File: src/rtl/core/bpc_pkg.sv
// ----------------------------------------------------------------------------
// bpc_pkg: shared types and constants of the ball-plate PD controller
// Beat payloads, controller/datapath command and status, fixed-point constants.
// ----------------------------------------------------------------------------
package bpc_pkg;

  localparam int POS_W  = 12;
  localparam int MS_W   = 10;
  localparam int MID_W  = 12;
  localparam int PWM_W  = 12;
  localparam int T_W    = MS_W + 1;
  localparam int DEN_W  = T_W + 3;
  localparam int NUM_W  = 28;
  localparam int CNT_W  = $clog2(NUM_W);
  localparam int D_W    = 16;
  localparam int ACC_W  = 18;
  localparam int SUM_W  = 7;

  // |e|/25 as multiply by reciprocal
  localparam int RECIP_S   = POS_W + 5;
  localparam int RECIP_K   = (2**RECIP_S + 24) / 25;
  localparam int RECIP_K_W = POS_W + 1;
  localparam int RM_W      = POS_W + RECIP_K_W;
  localparam int Q25_W     = RM_W - RECIP_S;

  localparam int STUCK_X      = 505;
  localparam int NEAR_LIM     = 20;
  localparam int TREND_MARGIN = 15;
  localparam int SKIP_LIM     = 40;
  localparam int BAND         = 50;
  localparam int P_OFFSET     = 4;
  localparam int SUM_HI       = 20;
  localparam int SUM_HI_OUT   = 25;
  localparam int SUM_LO       = -20;
  localparam int MID_RESET    = 307;
  localparam int PWM_MAX      = 4095;

  typedef struct packed {
    logic [POS_W-1:0] sample_x;
    logic [POS_W-1:0] sample_y;
    logic [POS_W-1:0] target_y;
    logic [MS_W-1:0]  elapsed_ms;
  } bpc_in_t;

  typedef struct packed {
    logic             updated;
    logic [PWM_W-1:0] pwm_zero;
    logic [PWM_W-1:0] pwm_one;
    logic [PWM_W-1:0] pwm_two;
    logic [PWM_W-1:0] pwm_three;
  } bpc_out_t;

  typedef logic [3:0][MID_W-1:0] bpc_mids_t;

  typedef struct packed {
    logic load;
    logic classify;
    logic prep;
    logic div1_start;
    logic div1_take;
    logic mult;
    logic div2_start;
    logic sum_take;
    logic out_load;
    logic out_upd;
  } bpc_cmd_t;

  typedef struct packed {
    logic stuck;
    logic plausible;
    logic skip;
    logic in_band;
    logic div_done;
  } bpc_sts_t;

  function automatic logic is_near(logic [POS_W-1:0] a, logic [POS_W-1:0] b, int lim);
    logic [POS_W-1:0] diff;
    diff = (a >= b) ? a - b : b - a;
    return 32'(diff) <= lim;
  endfunction

  function automatic logic trend_ok(logic [POS_W-1:0] a, logic [POS_W-1:0] b,
                                    logic [POS_W-1:0] c);
    logic [POS_W:0] ae;
    logic [POS_W:0] be;
    logic [POS_W:0] ce;
    logic [POS_W:0] m;
    ae = {1'b0, a};
    be = {1'b0, b};
    ce = {1'b0, c};
    m  = (POS_W+1)'(TREND_MARGIN);
    return ((ce < be + m) && (be < ae + m)) || ((ce + m > be) && (be + m > ae));
  endfunction

  function automatic logic [PWM_W-1:0] clamp_pwm(logic signed [MID_W+1:0] v);
    logic [PWM_W-1:0] r;
    if (v < 0) begin
      r = '0;
    end else if (v > PWM_MAX) begin
      r = PWM_W'(PWM_MAX);
    end else begin
      r = v[PWM_W-1:0];
    end
    return r;
  endfunction

endpackage

File: src/rtl/core/bpc_divider.sv
// ----------------------------------------------------------------------------
// bpc_divider: unsigned restoring divider, one quotient bit per cycle
// Quotient valid with the done pulse and held until the next start.
// ----------------------------------------------------------------------------
module bpc_divider (
  input  logic                       clk,
  input  logic                       rst_n,
  input  logic                       start,
  input  logic [bpc_pkg::NUM_W-1:0]  num,
  input  logic [bpc_pkg::DEN_W-1:0]  den,
  output logic                       done,
  output logic [bpc_pkg::NUM_W-1:0]  quo
);

  logic                        busy_r, busy_nxt;
  logic                        done_r, done_nxt;
  logic [bpc_pkg::CNT_W-1:0]   cnt_r, cnt_nxt;
  logic [bpc_pkg::NUM_W-1:0]   num_r, num_nxt;
  logic [bpc_pkg::DEN_W-1:0]   den_r, den_nxt;
  logic [bpc_pkg::DEN_W-1:0]   rem_r, rem_nxt;
  logic [bpc_pkg::DEN_W:0]     trial;
  logic                        fits;

  assign trial = {rem_r, num_r[bpc_pkg::NUM_W-1]};
  assign fits  = trial >= {1'b0, den_r};

  always_comb begin
    busy_nxt = busy_r;
    done_nxt = 1'b0;
    cnt_nxt  = cnt_r;
    num_nxt  = num_r;
    den_nxt  = den_r;
    rem_nxt  = rem_r;
    if (start) begin
      busy_nxt = 1'b1;
      cnt_nxt  = '0;
      num_nxt  = num;
      den_nxt  = den;
      rem_nxt  = '0;
    end else if (busy_r) begin
      rem_nxt = fits ? bpc_pkg::DEN_W'(trial - {1'b0, den_r})
                     : trial[bpc_pkg::DEN_W-1:0];
      num_nxt = {num_r[bpc_pkg::NUM_W-2:0], fits};
      cnt_nxt = cnt_r + 1'b1;
      if (cnt_r == bpc_pkg::CNT_W'(bpc_pkg::NUM_W - 1)) begin
        busy_nxt = 1'b0;
        done_nxt = 1'b1;
      end
    end
  end

  always_ff @(posedge clk) begin
    if (!rst_n) begin
      busy_r <= 1'b0;
      done_r <= 1'b0;
      cnt_r  <= '0;
    end else begin
      busy_r <= busy_nxt;
      done_r <= done_nxt;
      cnt_r  <= cnt_nxt;
    end
  end

  always_ff @(posedge clk) begin
    num_r <= num_nxt;
    den_r <= den_nxt;
    rem_r <= rem_nxt;
  end

  assign done = done_r;
  assign quo  = num_r;

endmodule

File: src/rtl/core/bpc_datapath.sv
// ----------------------------------------------------------------------------
// bpc_datapath: position history, sample checks, PD arithmetic, result register
// Driven step by step by the controller through bpc_cmd_t.
// ----------------------------------------------------------------------------
module bpc_datapath (
  input  logic                clk,
  input  logic                rst_n,
  input  bpc_pkg::bpc_cmd_t   cmd,
  output bpc_pkg::bpc_sts_t   sts,
  input  bpc_pkg::bpc_in_t    in_data,
  input  bpc_pkg::bpc_mids_t  mids,
  output bpc_pkg::bpc_out_t   res
);

  localparam int PW = bpc_pkg::POS_W;

  logic [2:0][PW-1:0]                 hx_r, hy_r;
  logic [PW-1:0]                      tgt_r;
  logic [bpc_pkg::MS_W-1:0]           ms_r;
  logic [bpc_pkg::T_W-1:0]            t_r;
  logic [bpc_pkg::DEN_W-1:0]          den5_r;
  logic                               e_pos_r;
  logic                               band_r;
  logic [bpc_pkg::RM_W-1:0]           mul_r;
  logic signed [PW:0]                 d0_r, d1_r;
  logic signed [bpc_pkg::D_W-1:0]     d_r;
  logic signed [bpc_pkg::NUM_W-1:0]   prod_r;
  logic                               n_neg_r;
  logic signed [bpc_pkg::SUM_W-1:0]   sum_r;
  bpc_pkg::bpc_out_t                  res_r;

  logic signed [PW:0]                 e;
  logic [PW:0]                        abs_e;
  logic                               band;
  logic [PW:0]                        mag0;
  logic [bpc_pkg::NUM_W-1:0]          num1;
  logic signed [bpc_pkg::D_W-1:0]     q_s;
  logic signed [bpc_pkg::D_W-1:0]     d_first;
  logic signed [bpc_pkg::D_W-1:0]     d_second;
  logic signed [bpc_pkg::DEN_W+bpc_pkg::D_W:0] prod_full;
  logic signed [bpc_pkg::NUM_W-1:0]   d1x;
  logic signed [bpc_pkg::NUM_W-1:0]   n;
  logic [bpc_pkg::NUM_W-1:0]          n_mag;
  logic [bpc_pkg::Q25_W-1:0]          q25;
  logic signed [bpc_pkg::ACC_W-1:0]   p_s;
  logic signed [bpc_pkg::ACC_W-1:0]   acc;
  logic signed [bpc_pkg::SUM_W-1:0]   sum_c;
  logic signed [bpc_pkg::MID_W+1:0]   sum_x;
  logic                               div_start;
  logic [bpc_pkg::NUM_W-1:0]          div_num;
  logic [bpc_pkg::DEN_W-1:0]          div_den;
  logic                               div_done;
  logic [bpc_pkg::NUM_W-1:0]          div_quo;

  // sample checks
  always_comb begin
    sts.stuck = (hx_r[0] == '0) || (32'(hx_r[0]) == bpc_pkg::STUCK_X) ||
                (hy_r[0] == '0) || (ms_r <= bpc_pkg::MS_W'(1));
    sts.plausible = bpc_pkg::is_near(hx_r[0], hx_r[1], bpc_pkg::NEAR_LIM) &&
                    bpc_pkg::is_near(hy_r[0], hy_r[1], bpc_pkg::NEAR_LIM) &&
                    bpc_pkg::trend_ok(hx_r[0], hx_r[1], hx_r[2]) &&
                    bpc_pkg::trend_ok(hy_r[0], hy_r[1], hy_r[2]);
    sts.skip = bpc_pkg::is_near(hx_r[0], hx_r[2], bpc_pkg::SKIP_LIM) &&
               bpc_pkg::is_near(hy_r[0], hy_r[2], bpc_pkg::SKIP_LIM);
    sts.in_band  = band;
    sts.div_done = div_done;
  end

  // error, its magnitude and band
  assign e     = signed'({1'b0, hy_r[0]}) - signed'({1'b0, tgt_r});
  assign abs_e = (e < 0) ? -e : e;
  assign band  = (e > -bpc_pkg::BAND) && (e < bpc_pkg::BAND);

  // first division: |4*d0| / t
  assign mag0    = (d0_r < 0) ? -d0_r : d0_r;
  assign num1    = bpc_pkg::NUM_W'({mag0[PW-1:0], 2'b00});
  assign q_s     = signed'(div_quo[bpc_pkg::D_W-1:0]);
  assign d_first = (d0_r > 0) ? -q_s : q_s;

  // second division: |5*t*d - 14*d1| / (5*t)
  assign prod_full = signed'({1'b0, den5_r}) * d_r;
  assign d1x       = bpc_pkg::NUM_W'(d1_r);
  assign n         = prod_r - ((d1x <<< 4) - (d1x <<< 1));
  assign n_mag     = (n < 0) ? -n : n;
  assign d_second  = n_neg_r ? -q_s : q_s;

  assign div_start = cmd.div1_start | cmd.div2_start;
  assign div_num   = cmd.div2_start ? n_mag : num1;
  assign div_den   = cmd.div2_start ? den5_r : bpc_pkg::DEN_W'(t_r);

  bpc_divider u_div (
    .clk   (clk),
    .rst_n (rst_n),
    .start (div_start),
    .num   (div_num),
    .den   (div_den),
    .done  (div_done),
    .quo   (div_quo)
  );

  // P + D and clamp
  always_comb begin
    q25 = mul_r[bpc_pkg::RM_W-1:bpc_pkg::RECIP_S];
    if (e_pos_r) begin
      p_s = bpc_pkg::ACC_W'(bpc_pkg::P_OFFSET) + bpc_pkg::ACC_W'(q25);
    end else begin
      p_s = -bpc_pkg::ACC_W'(bpc_pkg::P_OFFSET) - bpc_pkg::ACC_W'(q25);
    end
    acc = p_s + (band_r ? bpc_pkg::ACC_W'(d_second) : bpc_pkg::ACC_W'(0));
    if (acc > bpc_pkg::SUM_HI) begin
      sum_c = bpc_pkg::SUM_W'(bpc_pkg::SUM_HI_OUT);
    end else if (acc < bpc_pkg::SUM_LO) begin
      sum_c = bpc_pkg::SUM_W'(bpc_pkg::SUM_LO);
    end else begin
      sum_c = acc[bpc_pkg::SUM_W-1:0];
    end
  end

  assign sum_x = (bpc_pkg::MID_W+2)'(sum_r);

  always_ff @(posedge clk) begin
    if (!rst_n) begin
      hx_r <= '0;
      hy_r <= '0;
    end else if (cmd.load) begin
      hx_r <= {hx_r[1], hx_r[0], in_data.sample_x};
      hy_r <= {hy_r[1], hy_r[0], in_data.sample_y};
    end else if (cmd.classify && !sts.plausible) begin
      hx_r[0] <= hx_r[1];
      hy_r[0] <= hy_r[1];
    end
  end

  always_ff @(posedge clk) begin
    if (cmd.load) begin
      tgt_r <= in_data.target_y;
      ms_r  <= in_data.elapsed_ms;
    end
    if (cmd.classify) begin
      t_r <= sts.plausible ? bpc_pkg::T_W'(ms_r) : {ms_r, 1'b0};
    end
    if (cmd.prep) begin
      den5_r  <= bpc_pkg::DEN_W'({t_r, 2'b00}) + bpc_pkg::DEN_W'(t_r);
      e_pos_r <= e > 0;
      band_r  <= band;
      mul_r   <= bpc_pkg::RM_W'(abs_e[PW-1:0]) * bpc_pkg::RM_W'(bpc_pkg::RECIP_K);
      d0_r    <= signed'({1'b0, hy_r[1]}) - signed'({1'b0, hy_r[0]});
      d1_r    <= signed'({1'b0, hy_r[2]}) - signed'({1'b0, hy_r[1]});
    end
    if (cmd.div1_take) begin
      d_r <= d_first;
    end
    if (cmd.mult) begin
      prod_r <= prod_full[bpc_pkg::NUM_W-1:0];
    end
    if (cmd.div2_start) begin
      n_neg_r <= n < 0;
    end
    if (cmd.sum_take) begin
      sum_r <= sum_c;
    end
    if (cmd.out_load) begin
      if (cmd.out_upd) begin
        res_r.updated   <= 1'b1;
        res_r.pwm_zero  <= bpc_pkg::clamp_pwm(signed'({2'b00, mids[0]}) - sum_x);
        res_r.pwm_one   <= bpc_pkg::clamp_pwm(signed'({2'b00, mids[1]}) + sum_x);
        res_r.pwm_two   <= mids[2];
        res_r.pwm_three <= mids[3];
      end else begin
        res_r <= '0;
      end
    end
  end

  assign res = res_r;

endmodule

File: src/rtl/core/bpc_ctrl.sv
// ----------------------------------------------------------------------------
// bpc_ctrl: sequencer of the PD step and owner of the beat handshakes
// One item at a time; the result register is freed by the output handshake.
// ----------------------------------------------------------------------------
module bpc_ctrl (
  input  logic               clk,
  input  logic               rst_n,
  input  logic               in_valid,
  output logic               in_ready,
  output logic               out_valid,
  input  logic               out_ready,
  input  bpc_pkg::bpc_sts_t  sts,
  output bpc_pkg::bpc_cmd_t  cmd
);

  localparam logic [3:0] S_IDLE   = 4'd0;
  localparam logic [3:0] S_CHECK  = 4'd1;
  localparam logic [3:0] S_PREP   = 4'd2;
  localparam logic [3:0] S_D1GO   = 4'd3;
  localparam logic [3:0] S_D1WAIT = 4'd4;
  localparam logic [3:0] S_MULT   = 4'd5;
  localparam logic [3:0] S_D2GO   = 4'd6;
  localparam logic [3:0] S_D2WAIT = 4'd7;
  localparam logic [3:0] S_SUM    = 4'd8;
  localparam logic [3:0] S_DONE   = 4'd9;

  logic [3:0] state_r, state_nxt;
  logic       upd_r, upd_nxt;
  logic       out_valid_r, out_valid_nxt;

  always_comb begin
    state_nxt     = state_r;
    upd_nxt       = upd_r;
    out_valid_nxt = out_valid_r;
    cmd           = '0;
    in_ready      = 1'b0;
    if (out_valid_r && out_ready) begin
      out_valid_nxt = 1'b0;
    end
    unique case (state_r)
      S_IDLE: begin
        in_ready = 1'b1;
        if (in_valid) begin
          cmd.load  = 1'b1;
          state_nxt = S_CHECK;
        end
      end
      S_CHECK: begin
        if (sts.stuck || (!sts.plausible && !sts.skip)) begin
          upd_nxt   = 1'b0;
          state_nxt = S_DONE;
        end else begin
          cmd.classify = 1'b1;
          upd_nxt      = 1'b1;
          state_nxt    = S_PREP;
        end
      end
      S_PREP: begin
        cmd.prep  = 1'b1;
        state_nxt = sts.in_band ? S_D1GO : S_SUM;
      end
      S_D1GO: begin
        cmd.div1_start = 1'b1;
        state_nxt      = S_D1WAIT;
      end
      S_D1WAIT: begin
        if (sts.div_done) begin
          cmd.div1_take = 1'b1;
          state_nxt     = S_MULT;
        end
      end
      S_MULT: begin
        cmd.mult  = 1'b1;
        state_nxt = S_D2GO;
      end
      S_D2GO: begin
        cmd.div2_start = 1'b1;
        state_nxt      = S_D2WAIT;
      end
      S_D2WAIT: begin
        if (sts.div_done) begin
          state_nxt = S_SUM;
        end
      end
      S_SUM: begin
        cmd.sum_take = 1'b1;
        state_nxt    = S_DONE;
      end
      S_DONE: begin
        if (!out_valid_r || out_ready) begin
          cmd.out_load  = 1'b1;
          cmd.out_upd   = upd_r;
          out_valid_nxt = 1'b1;
          state_nxt     = S_IDLE;
        end
      end
      default: begin
        state_nxt = S_IDLE;
      end
    endcase
  end

  always_ff @(posedge clk) begin
    if (!rst_n) begin
      state_r     <= S_IDLE;
      upd_r       <= 1'b0;
      out_valid_r <= 1'b0;
    end else begin
      state_r     <= state_nxt;
      upd_r       <= upd_nxt;
      out_valid_r <= out_valid_nxt;
    end
  end

  assign out_valid = out_valid_r;

endmodule

File: src/rtl/core/ball_plate_pd_axis_controller_core.sv
// ----------------------------------------------------------------------------
// ball_plate_pd_axis_controller_core: Y-axis PD controller for a ball plate
// Touch sample in, four servo PWM drives out; APB registers hold the centres.
//
//   channel | ports                             | payload
//   --------+-----------------------------------+------------------------
//   input   | in_valid / in_ready / in_data     | bpc_in_t
//   result  | out_valid / out_ready / out_data  | bpc_out_t
//   config  | psel penable pwrite paddr pwdata  | mid_channel_zero..three
//           | prdata pready                     | at byte 4*i
//
// Stuck or rejected samples go from the check state straight to the result.
// PD step near the target: two 28-step serial divides.
// PD step outside the band: no divides.
// Next beat is taken while a result waits; a stalled result holds the step.
// Synchronous active-low reset clears history, centres to 307, no beat held.
// ----------------------------------------------------------------------------
module ball_plate_pd_axis_controller_core (
  input  logic               clk,
  input  logic               rst_n,
  input  logic               in_valid,
  output logic               in_ready,
  input  bpc_pkg::bpc_in_t   in_data,
  output logic               out_valid,
  input  logic               out_ready,
  output bpc_pkg::bpc_out_t  out_data,
  input  logic               psel,
  input  logic               penable,
  input  logic               pwrite,
  input  logic [3:0]         paddr,
  input  logic [31:0]        pwdata,
  output logic [31:0]        prdata,
  output logic               pready
);

  bpc_pkg::bpc_mids_t mid_r, mid_nxt;
  bpc_pkg::bpc_cmd_t  cmd;
  bpc_pkg::bpc_sts_t  sts;

  assign pready = 1'b1;
  assign prdata = 32'(mid_r[paddr[3:2]]);

  always_comb begin
    mid_nxt = mid_r;
    if (psel && penable && pwrite) begin
      mid_nxt[paddr[3:2]] = pwdata[bpc_pkg::MID_W-1:0];
    end
  end

  always_ff @(posedge clk) begin
    if (!rst_n) begin
      mid_r <= {4{bpc_pkg::MID_W'(bpc_pkg::MID_RESET)}};
    end else begin
      mid_r <= mid_nxt;
    end
  end

  bpc_ctrl u_ctrl (
    .clk       (clk),
    .rst_n     (rst_n),
    .in_valid  (in_valid),
    .in_ready  (in_ready),
    .out_valid (out_valid),
    .out_ready (out_ready),
    .sts       (sts),
    .cmd       (cmd)
  );

  bpc_datapath u_dp (
    .clk     (clk),
    .rst_n   (rst_n),
    .cmd     (cmd),
    .sts     (sts),
    .in_data (in_data),
    .mids    (mid_r),
    .res     (out_data)
  );

endmodule

File: config.mk
export PLATFORM = sky130hd
export DESIGN_NAME = ball_plate_pd_axis_controller_core
export DESIGN_NICKNAME = d
export VERILOG_FILES = /design/src/rtl/core/bpc_pkg.sv /design/src/rtl/core/bpc_divider.sv /design/src/rtl/core/bpc_datapath.sv /design/src/rtl/core/bpc_ctrl.sv /design/src/rtl/core/ball_plate_pd_axis_controller_core.sv
export SDC_FILE = /design/constraint.sdc
export NUM_CORES = 2
export LEC_CHECK = 0
export BUFFER_PORTS_ARGS = -buffer_cell sky130_fd_sc_hd__buf_2
export CORE_ASPECT_RATIO = 0.75
export CORE_MARGIN = 8
export CORE_UTILIZATION = 30
export CTS_CLUSTER_DIAMETER = 120
export CTS_CLUSTER_SIZE = 28
export DETAILED_ROUTE_END_ITERATION = 10
export PLACE_DENSITY = 0.5
export SYNTH_ARGS = -nofsm -noshare
export SYNTH_HDL_FRONTEND = slang
export SYNTH_SLANG_ARGS = --single-unit
File: constraint.sdc
create_clock -name clk -period 10.5 [get_ports clk]
set_input_delay 1.05 -clock clk [delete_from_list [all_inputs] [get_ports clk]]
set_output_delay 1.05 -clock clk [all_outputs]
set_load 0.05 [all_outputs]
==> key figures <==
Status
  • Status: finished, final reports clean

Logic synthesis
  • Post-synthesis cell count: 4543
  • Seq cells post-synth: 373
  • Yosys top cell area share: 17.0%
  • Xor and xnor area share after synthesis: 6.66%
  • YS warnings: 0
  • Avg Inst Size Synth: 8.80 um^2
  • Post-Synth Adder-Cell Area: 28.6%
  • Largest family of logic cells by synthesized area: adder cells
  • EDFF count, synth: 226
  • Asr flop ratio synth: 0%
  • Synth area leaders: edfxtp_1, ha_1, fa_1
  • Area leader, netlist: edfxtp_1
  • Register area share after synthesis: 24.3%
  • Most used DFF post-synth: edfxtp_1
  • Synth Area in Simple Gates: 17.0%
  • Multiplexer share of the synthesized area: 2.39%
  • Post-synthesis cell type count: 94
  • Synthesized area: 40000 um^2
  • Synth Area in Compound Gates: 13.6%

Place
  • # port buffers: 129
  • Place WS: 1440 ps
  • GPL Wtd Cong: 0.876
  • HPWL Detailed: 91.1 mm

STA
  • Post-route setup slack: 1390 ps
  • Period utilization: 86.7%
  • RSZ-0062 raised after global routing: no
  • Fmax: 110 MHz
  • Hold Slack: 468 ps
  • Worst-Margin Slew: 1200 ps
  • Setup_tns: 0 ps
  • Tmin final: 9110 ps
  • Final Slew Violations: 0
  • Final setup violation count: 0
  • Clock Skew: 33.9 ps
  • Relative slew slack: 19.3%
  • Final Hold Fails: 0

Job
  • Max_cap viols: 0

Drt
  • Initial DRC count: 2435
  • DR WL/cell: 18.0 um
  • Post-route ant nets: 0
  • WL final: 115 mm
  • First-pass DRT Iterations: 6
  • Via Count: 31300
  • Via density per instance: 4.93
  • Residual DRC: 0

Clocking
  • Clk_lat worst skew: 610 ps
  • Post-CTS resize count: 0
  • Max clock buf depth: 3
  • Clk root buf: clkbuf_16
  • Clk slew on worst S/H paths: 110 ps
  • Post-CTS Setup Bufs: 0
  • Htree depth: 1
  • Clock sink total: 373
  • Cts bufs inserted: 21
  • CTS tree: done
  • Hold Buf Count CTS: 0

Global route
  • Grt ovf: 0
  • Number of global-route vias before repair: 30400
  • First-pass GRT wire length: 181 mm
  • All-Layer GR Usage: 15.4%
  • Initial antenna violation count: 2
  • Pin count of the biggest net entering global routing: 81

Cells and area
  • # fillers: 13900
  • Fin nets: 5419
  • Layout area overhead: 7.74%
  • Share of layout cells above drive strength 1: 5.71%

Power and ir drop
  • Power per cell area: 169 nW/um^2
  • Peak VDD IR: 302 uV
  • Lkg Pwr: 19.0 nW

Floorplanning
  • Row cnt: 116
  • Floorplan die area: 145000 um^2
  • Starting Density: 30.1%
  • Core area: 133000 um^2
  • Top Ports: 173
  • Die X-Extent: 438 um
  • Die H: 332 um

Worst setup path
  • Slowest stage delay, CP: 980 ps
  • CP max FO: 13
  • CP Data Required Time: 10850 ps
  • Reg2reg setup slack: 1390 ps
  • Arr. time, crit path: 9460 ps
  • Slowest CP cell: nor3_1
  • Worst Setup Start Kind: register
  • Most frequent CP cell: inv_1
  • WS Path Type: reg -> reg
  • Crit end category: register
  • R2R cell count: 33
  • RR Endpoint: u_dp.mul_r[24]
  • Worst r2r src: u_dp.hy_r[0]

Hold path
  • Hold Crit Start: mid_r[45]
  • Worst hold path depth: 2
  • Min-Delay Endpoint: mid_r[45]
  • Hold Crit Class: reg -> reg
[per-stage QoR]
step           utilization (%)  area [um^2]  cells  total power [W]
6_report                  32.4        43100   6363          0.00729
5_1_grt                   32.4        43100   6361          0.00823
4_1_cts                   32.4        43100   6361          0.00743
3_5_place_dp              31.9        42400   6323          0.00639
3_3_place_gp              31.9        42400   6323          0.00637
2_1_floorplan                -        40100   4562          0.00528
[worst max-delay path by stage]
| stage | start | end | slack (ps) | cells past startpoint |
|---|---|---|---|---|
| floorplan | u_dp.hy_r[0] | u_dp.mul_r[24] | 2820 | 32 |
| global placement | u_dp.hy_r[0] | u_dp.mul_r[24] | 1640 | 31 |
| detailed placement | u_dp.hy_r[0] | u_dp.mul_r[24] | 1440 | 33 |
| CTS | u_dp.hy_r[0] | u_dp.mul_r[24] | 1400 | 33 |
| global route | u_dp.hy_r[0] | u_dp.mul_r[24] | 630 | 33 |
| finish | u_dp.hy_r[0] | u_dp.mul_r[24] | 1390 | 33 |
[routing by layer]
metal / vias up / global-route usage [%] / wire (um)
met5: - / 0 / 0
met4: 0 / 2.53 / 2010
li1: 15400 / - / -
met1: 15100 / 24.3 / 59900
met2: 715 / 22.1 / 46200
met3: 73 / 2.04 / 6570
[Yosys cell counts, types with 39 or more instances]
cell,instances
o21ai_0,180
dfxtp_1,147
edfxtp_1,226
xnor2_1,203
nor3_1,64
xor2_1,101
fa_1,265
clkbuf_1,132
mux2i_1,56
and2_1,161
nand4_1,39
o21a_1,60
ha_1,489
a21o_1,50
a21oi_1,288
and3_1,50
nor2b_1,51
nand2b_1,50
nor2_1,175
inv_1,588
nand2_1,632
nand3_1,68
[worst max-delay path, delay by kind of cell, from the launching register on]
family / cells / cell delay [ps]
buffers and inverters: 6 / 620
adder cells (fa/ha/maj): 9 / 3150
AO/OA/AOI/OAI: 10 / 2020
flip-flops: 1 / 500
XOR/XNOR: 3 / 830
AND/OR/NAND/NOR: 5 / 1730
[power breakdown]
group          internal (W)  switching [W]
sequential          0.00169      0.0000662
combinational       0.00195        0.00259
clock              0.000398       0.000584
[registers in the layout (all words and copies together), names as in the netlist, 4 cells and up]
signal	count
u_dp.den5_r	14
u_dp.sum_r	7
u_dp.mul_r	8
u_dp.u_div.quo	28
u_dp.t_r	11
u_dp.u_div.rem_r	14
u_dp.prod_r	28
mid_r	48
u_dp.u_div.den_r	14
u_dp.u_div.cnt_r	5
u_ctrl.state_r	4
u_dp.tgt_r	12
u_dp.d_r	16
u_dp.d0_r	13
u_dp.d1_r	13
u_dp.hx_r	36
u_dp.res	49
u_dp.ms_r	10
u_dp.hy_r	36
[layout by cell type, fill, tap and decap left out, drive strengths merged, types with 40 or more instances in the layout]
cell / count
o21ai: 185
inv: 597
mux2i: 56
o21a: 60
nor2: 175
xnor2: 203
dfxtp: 147
and2: 162
nand2b: 50
and3: 50
nand3: 68
xor2: 101
nand2: 632
fa: 265
nor3: 64
buf: 158
nor2b: 51
nand4: 40
a21oi: 290
ha: 489
edfxtp: 226
a21o: 50
[cells by family (layout without fill, tap and decap cells)]
| logic type | count (synthesis) | after routing |
|---|---|---|
| buffers and inverters | 756 | 785 |
| flip-flops | 373 | 373 |
| AO/OA/AOI/OAI | 858 | 858 |
| other | 2 | 23 |
| AND/OR/NAND/NOR | 1417 | 1417 |
| XOR/XNOR | 304 | 304 |
| multiplexers | 79 | 79 |
| adder cells (fa/ha/maj) | 754 | 754 |
[layout make-up]
class / instances / area [um^2] / share of cell area, %
Multi-Input combinational cell: 3433 / 27400 / 63.6
Sequential cell: 373 / 9730 / 22.6
Tap cell: 1770 / 2210 / 5.14
Inverter: 589 / 2210 / 5.14
Timing Repair Buffer: 158 / 863 / 2.00
Clock buffer: 27 / 548 / 1.27
Clock inverter: 11 / 120 / 0.279
Antenna cell: 2 / 5.00 / 0.0116
Power figures use the tool's default switching activity.
